### src/rtl/pls_pkg.sv
// Shared types and codes for the positional list store.
package pls_pkg;

  localparam int unsigned OpW  = 2;
  localparam int unsigned ValW = 32;
  localparam int unsigned PosW = 6;
  localparam int unsigned StW  = 2;

  typedef enum logic [OpW-1:0] {
    OpInsertFront = 2'd0,
    OpDeleteFirst = 2'd1,
    OpDeleteEnd   = 2'd2,
    OpDeleteAt    = 2'd3
  } pls_op_e;

  typedef enum logic [StW-1:0] {
    StOk    = 2'd0,
    StEmpty = 2'd1,
    StOob   = 2'd2,
    StFull  = 2'd3
  } pls_status_e;

  typedef struct packed {
    logic take_left;
    logic take_right;
  } pls_shift_t;

endpackage

### src/rtl/positional_list_store.sv
// Top level of the positional list store: a bounded ordered list in a chain of cells.
// Usage:
// Each input item is one operation on the list: insert at front, delete the
// first entry, delete the last entry, or delete the entry at a given position.
// Every accepted item yields exactly one result item carrying a status, the
// entry count after the operation and the value now at the head of the list.
// The entries live in a row of DEPTH cells; each shifting cell loads from its left or
// right neighbor at the same clock edge, so an operation updates the row at once.
// A result appears on the output in the cycle after its item is accepted, and a
// new item may be accepted every cycle the output is not stalled: one item per cycle.
// The result sits in an output register; while the receiver stalls it, the
// result holds and in_stall_o is raised, so no further item is accepted.
// Reset empties the list and clears the output valid; the cell contents are
// not cleared, since only entries below the count are ever read.
// An insert into a full list is dropped with status full, a delete on an
// empty list reports empty, and a delete at a position not below the count
// reports out of bound; in those cases the list is unchanged.
module positional_list_store #(
  parameter int unsigned DEPTH = 64,
  localparam int unsigned CntW = $clog2(DEPTH + 1)
) (
  input  logic                              clk_i,
  input  logic                              rst_ni,
  input  logic                              in_valid_i,
  output logic                              in_stall_o,
  input  logic [pls_pkg::OpW-1:0]           opcode_i,
  input  logic signed [pls_pkg::ValW-1:0]   value_i,
  input  logic [pls_pkg::PosW-1:0]          position_i,
  output logic                              out_valid_o,
  input  logic                              out_stall_i,
  output logic [pls_pkg::StW-1:0]           status_o,
  output logic [CntW-1:0]                   entry_count_o,
  output logic signed [pls_pkg::ValW-1:0]   head_value_o
);
  import pls_pkg::*;

  logic                out_valid_q, out_valid_d;
  pls_status_e         status_q, status_d;
  logic [CntW-1:0]     count_q, count_d;
  logic                accept;
  pls_op_e             op;
  logic                do_insert;
  logic                do_remove;
  logic [31:0]         shift_from;
  logic signed [ValW-1:0] cell_data [DEPTH];

  assign op         = pls_op_e'(opcode_i);
  assign in_stall_o = out_valid_q && out_stall_i;
  assign accept     = in_valid_i && !in_stall_o;

  always_comb begin
    status_d  = StOk;
    count_d   = count_q;
    do_insert = 1'b0;
    do_remove = 1'b0;
    if (op == OpInsertFront) begin
      if (32'(count_q) >= DEPTH) begin
        status_d = StFull;
      end else begin
        do_insert = 1'b1;
        count_d   = count_q + CntW'(1);
      end
    end else if (count_q == '0) begin
      status_d = StEmpty;
    end else if (op == OpDeleteAt && 32'(position_i) >= 32'(count_q)) begin
      status_d = StOob;
    end else begin
      do_remove = (op != OpDeleteEnd);
      count_d   = count_q - CntW'(1);
    end
  end

  assign shift_from  = (op == OpDeleteFirst) ? 32'd0 : 32'(position_i);
  assign out_valid_d = accept ? 1'b1 : (out_valid_q && out_stall_i);

  for (genvar i = 0; i < DEPTH; i++) begin : g_cell
    pls_shift_t             ctrl;
    logic signed [ValW-1:0] left_data;
    logic signed [ValW-1:0] right_data;

    assign ctrl.take_left  = accept && do_insert;
    assign ctrl.take_right = accept && do_remove && (32'(i) >= shift_from);

    if (i == 0) begin : g_first
      assign left_data = value_i;
    end else begin : g_mid_left
      assign left_data = cell_data[i-1];
    end

    if (i == DEPTH - 1) begin : g_last
      assign right_data = cell_data[i];
    end else begin : g_mid_right
      assign right_data = cell_data[i+1];
    end

    pls_cell u_cell (
      .clk_i   (clk_i),
      .ctrl_i  (ctrl),
      .left_i  (left_data),
      .right_i (right_data),
      .data_o  (cell_data[i])
    );
  end

  always_ff @(posedge clk_i or negedge rst_ni) begin
    if (!rst_ni) begin
      out_valid_q <= 1'b0;
      count_q     <= '0;
      status_q    <= StOk;
    end else begin
      out_valid_q <= out_valid_d;
      if (accept) begin
        count_q  <= count_d;
        status_q <= status_d;
      end
    end
  end

  assign out_valid_o   = out_valid_q;
  assign status_o      = status_q;
  assign entry_count_o = count_q;
  assign head_value_o  = (count_q == '0) ? '0 : cell_data[0];

endmodule

### src/rtl/pls_cell.sv
// One list cell: holds one entry and loads from either neighbor.
module pls_cell (
  input  logic                                clk_i,
  input  pls_pkg::pls_shift_t                 ctrl_i,
  input  logic signed [pls_pkg::ValW-1:0]     left_i,
  input  logic signed [pls_pkg::ValW-1:0]     right_i,
  output logic signed [pls_pkg::ValW-1:0]     data_o
);
  import pls_pkg::*;

  logic signed [ValW-1:0] data_q, data_d;

  always_comb begin
    data_d = data_q;
    if (ctrl_i.take_left) begin
      data_d = left_i;
    end else if (ctrl_i.take_right) begin
      data_d = right_i;
    end
  end

  always_ff @(posedge clk_i) begin
    data_q <= data_d;
  end

  assign data_o = data_q;

endmodule
### config.mk
export PLATFORM = sky130hd
export DESIGN_NAME = positional_list_store
export DESIGN_NICKNAME = d
export VERILOG_FILES = /design/src/rtl/pls_pkg.sv /design/src/rtl/positional_list_store.sv /design/src/rtl/pls_cell.sv
export SDC_FILE = /design/constraint.sdc
export NUM_CORES = 2
export LEC_CHECK = 0
export ABC_AREA = 0
export BUFFER_PORTS_ARGS = -buffer_cell sky130_fd_sc_hd__buf_2
export CAP_MARGIN = 20
export CORE_MARGIN = 1
export CORE_UTILIZATION = 57
export DETAILED_ROUTE_END_ITERATION = 8
export PLACE_DENSITY_LB_ADDON = 0.05
export SLEW_MARGIN = 20
export SYNTH_ARGS = -nofsm -noshare
export SYNTH_HDL_FRONTEND = slang
export SYNTH_SLANG_ARGS = --single-unit
export TNS_END_PERCENT = 50
### constraint.sdc
create_clock -name clk_i -period 4.7 [get_ports clk_i]
set_input_delay 0.235 -clock clk_i [delete_from_list [all_inputs] [get_ports clk_i]]
set_output_delay 0.235 -clock clk_i [all_outputs]
set_load 0.02 [all_outputs]
==> summary.txt <==
Global route
  • Largest net degree at the start of global routing: 249
  • Tot GR Track Use: 0.2413
  • Vias in the first global route: 61390
  • Initial antenna violation count: 7
  • Global-route wire length before repair: 311100 um
  • Total grt overflow: 0

Floorplan
  • Die height: 395.5 um
  • Die area: 0.1564 mm2
  • Site Rows: 144
  • Io pins: 87
  • Starting density of the core: 0.5737
  • Die Span X: 395.5 um
  • Placeable Area: 0.1539 mm2

Logic synthesis
  • Simple-gate area share of the yosys netlist: 0.2638
  • Syn avg cell area: 9.959 um2
  • Post-synth EDFFs: 2048
  • Post-synth top cells: 6066 x nand2_1, 2048 x edfxtp_1, 222 x buf_2, 213 x clkbuf_1, 64 x o21ai_0
  • Yosys warns: 0
  • Synth Area in Compound Gates: 0.008448
  • Number of synthesized register bits: 2058
  • Asr flop ratio synth: 0.004859
  • Post-synth top area cell: edfxtp_1
  • Syn Std Cell Area: 0.08827 mm2
  • Main synth FF type: edfxtp_1
  • Largest family of logic cells by synthesized area: simple AND/OR/NAND/NOR gates
  • Synth Net Count: 8919
  • Xor/xnor share of the synthesized area: 0.0004961
  • Syn Inst Count: 8863
  • Synth Area in Adders: 0.001786
  • Portion of netlist area occupied by mux cells: 0.0006095
  • Sequential share of the synthesized area: 0.6996
  • Count of cell types in the netlist: 45
  • Synth area leaders: edfxtp_1 70%, nand2_1 26%, buf_2 1.3%
  • Yosys top cell area share: 0.6967
  • Count leader, synth: nand2_1

Clock network
  • H-tree levels: 4
  • Clk pin slew, worst setup/hold paths: 0.06 ns
  • Clock Path Buffers: 3
  • Num CTS Buffers: 207
  • CTS sink cnt: 2058
  • Skew-Pair Late Insertion Delay: 0.82 ns
  • Root Buffer: clkbuf_16
  • Postcts setup bufs: 0
  • TritonCTS clock tree: yes

Timing
  • Slew Viols, Final: 0
  • Hold WS: 0.05643 ns
  • Sum of negative setup slack: 0 ns
  • Fin crit share: 0.7472
  • Worst Tran Pin Value: 1.314 ns
  • Worst relative slew slack: 0.1237
  • Worst Clk Skew: 0.02043 ns
  • Max frequency: 0.2847 GHz
  • Final min period: 3.512 ns
  • Setup ws final: 1.188 ns
  • Final Hold Fails: 0
  • RSZ-0062 raised after global routing: no
  • Final setup viols: 0

Routing
  • Number of remaining DRC errors: 0
  • Routed Wire Length: 188300 um
  • Vias: 59630
  • Antenna Nets Post-Route: 0
  • Drt wl/cell: 17.00 um
  • 1st-iter DRT viols: 5431
  • Pre-antenna DRT Iters: 6
  • Vias/cell: 5.385

Critical path
  • Crit path required time: 5.14 ns
  • Nature of the critical path endpoint: flip-flop
  • Critical Path Slowest Stage Cell: o21ai_4
  • Critical path, cell by cell: inv_1 > ha_1 > a21oi_1 > o21ai_0 > a21oi_2 > nand4_4 > buf_12 > o21ai_4
  • CP max stage delay: 0.86 ns
  • CP startpoint kind: flip-flop
  • Peak fanout along the critical path: 32
  • Worst EP arrival: 3.95 ns
  • Critical path type: reg2reg

Place
  • Setup WS pre-CTS: 1.093 ns
  • DPL Wire Length: 122000 um
  • Port bufs: 86
  • Final GP Congestion: 0.8198

Power
  • Pleak: 0.04124 uW
  • Design Power: 43650 uW
  • P per Cell Area: 446.0 mW/mm2
  • Max VDD drop: 376.8 uV

Final layout
  • Fraction of layout cells with a size suffix above 1: 0.06226
  • Final-stage net count: 8907
  • Area delta synth->final: 10.88%
  • Filler cells: 12930
  • Area of the multi-input gates: 0.02482 mm2
  • FF/Latch Area: 0.06175 mm2

Status
  • Status: completed

Worst hold path
  • Hold Path Class: in2reg

Job
  • Max-cap viol count: 0
-- logic make-up (layout without fill, tap and decap cells) --
group | count (synthesis) | in the layout
buffers and inverters | 487 | 651
other | 0 | 2
AO/OA/AOI/OAI | 135 | 135
flip-flops | 2058 | 2058
adder cells (fa/ha/maj) | 12 | 12
XOR/XNOR | 5 | 5
AND/OR/NAND/NOR | 6161 | 6161
multiplexers | 5 | 5
-- stage by stage --
stage          utilization  instances  area, um2
6_report            0.6361      11070      97870
5_1_grt             0.6360      11070      97860
4_1_cts             0.6351      11070      97730
3_5_place_dp        0.5912      10640      90960
3_3_place_gp        0.5912      10640      90960
2_1_floorplan            -       8863      88270
-- report_power, final --
part	total, uW	internal [uW]	switching [uW]
clock	15700	8770	6900
combinational	4490	1350	3150
sequential	23500	22600	911
-- routing by layer --
metal  part of all wire  vias up  wire length [um]  track usage
met1               0.44    29540             83620       0.3421
met3              0.049      268              9200      0.03584
li1                   -    28650                 -            -
met2               0.48     1163             91180       0.3918
met5            0.00041        -                78            0
met4              0.022       10              4224      0.06446
-- critical path: cells and delay by family (launching register included) --
kind	cells	cell delay, ns
buffers and inverters	2	0.49
AO/OA/AOI/OAI	4	1.49
flip-flops	1	0.40
adder cells (fa/ha/maj)	1	0.31
AND/OR/NAND/NOR	1	0.39
-- path summary, 6_finish.rpt --
path                       depth (start not counted)                                    from  slack [ns]                                endpoint
min reg2reg                                        0  g_cell[62].u_cell.data_o[29]$_DFFE_PP_        0.45  g_cell[63].u_cell.data_o[29]$_DFFE_PP_
min in group asynchronous                          3                                  rst_ni        0.60                   out_valid_o$_DFF_PN0_
max                                                8            entry_count_o[2]$_DFFE_PN0P_        1.19  g_cell[44].u_cell.data_o[27]$_DFFE_PP_
min                                                6                             opcode_i[0]        0.06            entry_count_o[6]$_DFFE_PN0P_
max in group asynchronous                          3                                  rst_ni        3.58            entry_count_o[0]$_DFFE_PN0P_
max reg2reg                                        8            entry_count_o[2]$_DFFE_PN0P_        1.19  g_cell[44].u_cell.data_o[27]$_DFFE_PP_
-- layout make-up --
| type | instances | area share |
|---|---|---|
| Clock buffer | 258 | 0.05628 |
| Tap cell | 2044 | 0.02613 |
| Timing Repair Buffer | 251 | 0.02340 |
| Multi-Input combinational cell | 6318 | 0.2536 |
| Sequential cell | 2058 | 0.6309 |
| Antenna cell | 2 | 0.00005114 |
| Clock inverter | 127 | 0.008962 |
| Inverter | 15 | 0.0006520 |
-- placed cells by master, fill, tap and decap left out, types with 3 or more instances in the layout --
cell type / count
clkinv_1: 70
clkbuf_1: 43
dfrtp_1: 10
edfxtp_1: 2048
inv_1: 12
clkinv_8: 5
xnor2_1: 4
o21ai_4: 28
clkbuf_8: 3
clkinv_2: 37
dlygate4sd3_1: 38
mux2_2: 3
nor3_1: 7
buf_2: 86
o21ai_0: 8
o31ai_4: 7
bufinv_16: 9
inv_6: 3
ha_1: 11
buf_4: 88
nand3_1: 6
o21ai_2: 28
and2_1: 34
nor2_1: 32
nor4_1: 3
buf_16: 5
buf_12: 34
nand2_1: 6066
o21a_1: 3
clkbuf_16: 212
a21oi_1: 44
-- flip-flops by register name (all words and copies together), names as in the netlist --
| signal | count |
|---|---|
| entry_count_o | 7 |
| g_cell.u_cell.data_o | 2048 |
| out_valid_o | 1 |
| status_o | 2 |
-- repair_timing --
| item | CTS | global route |
|---|---|---|
| hold endpoints to repair | 46 | 0 |
| hold buffers | 38 | 0 |
| gates resized for setup | 0 | 0 |
Note: power is estimated with default switching activity, not from simulation.
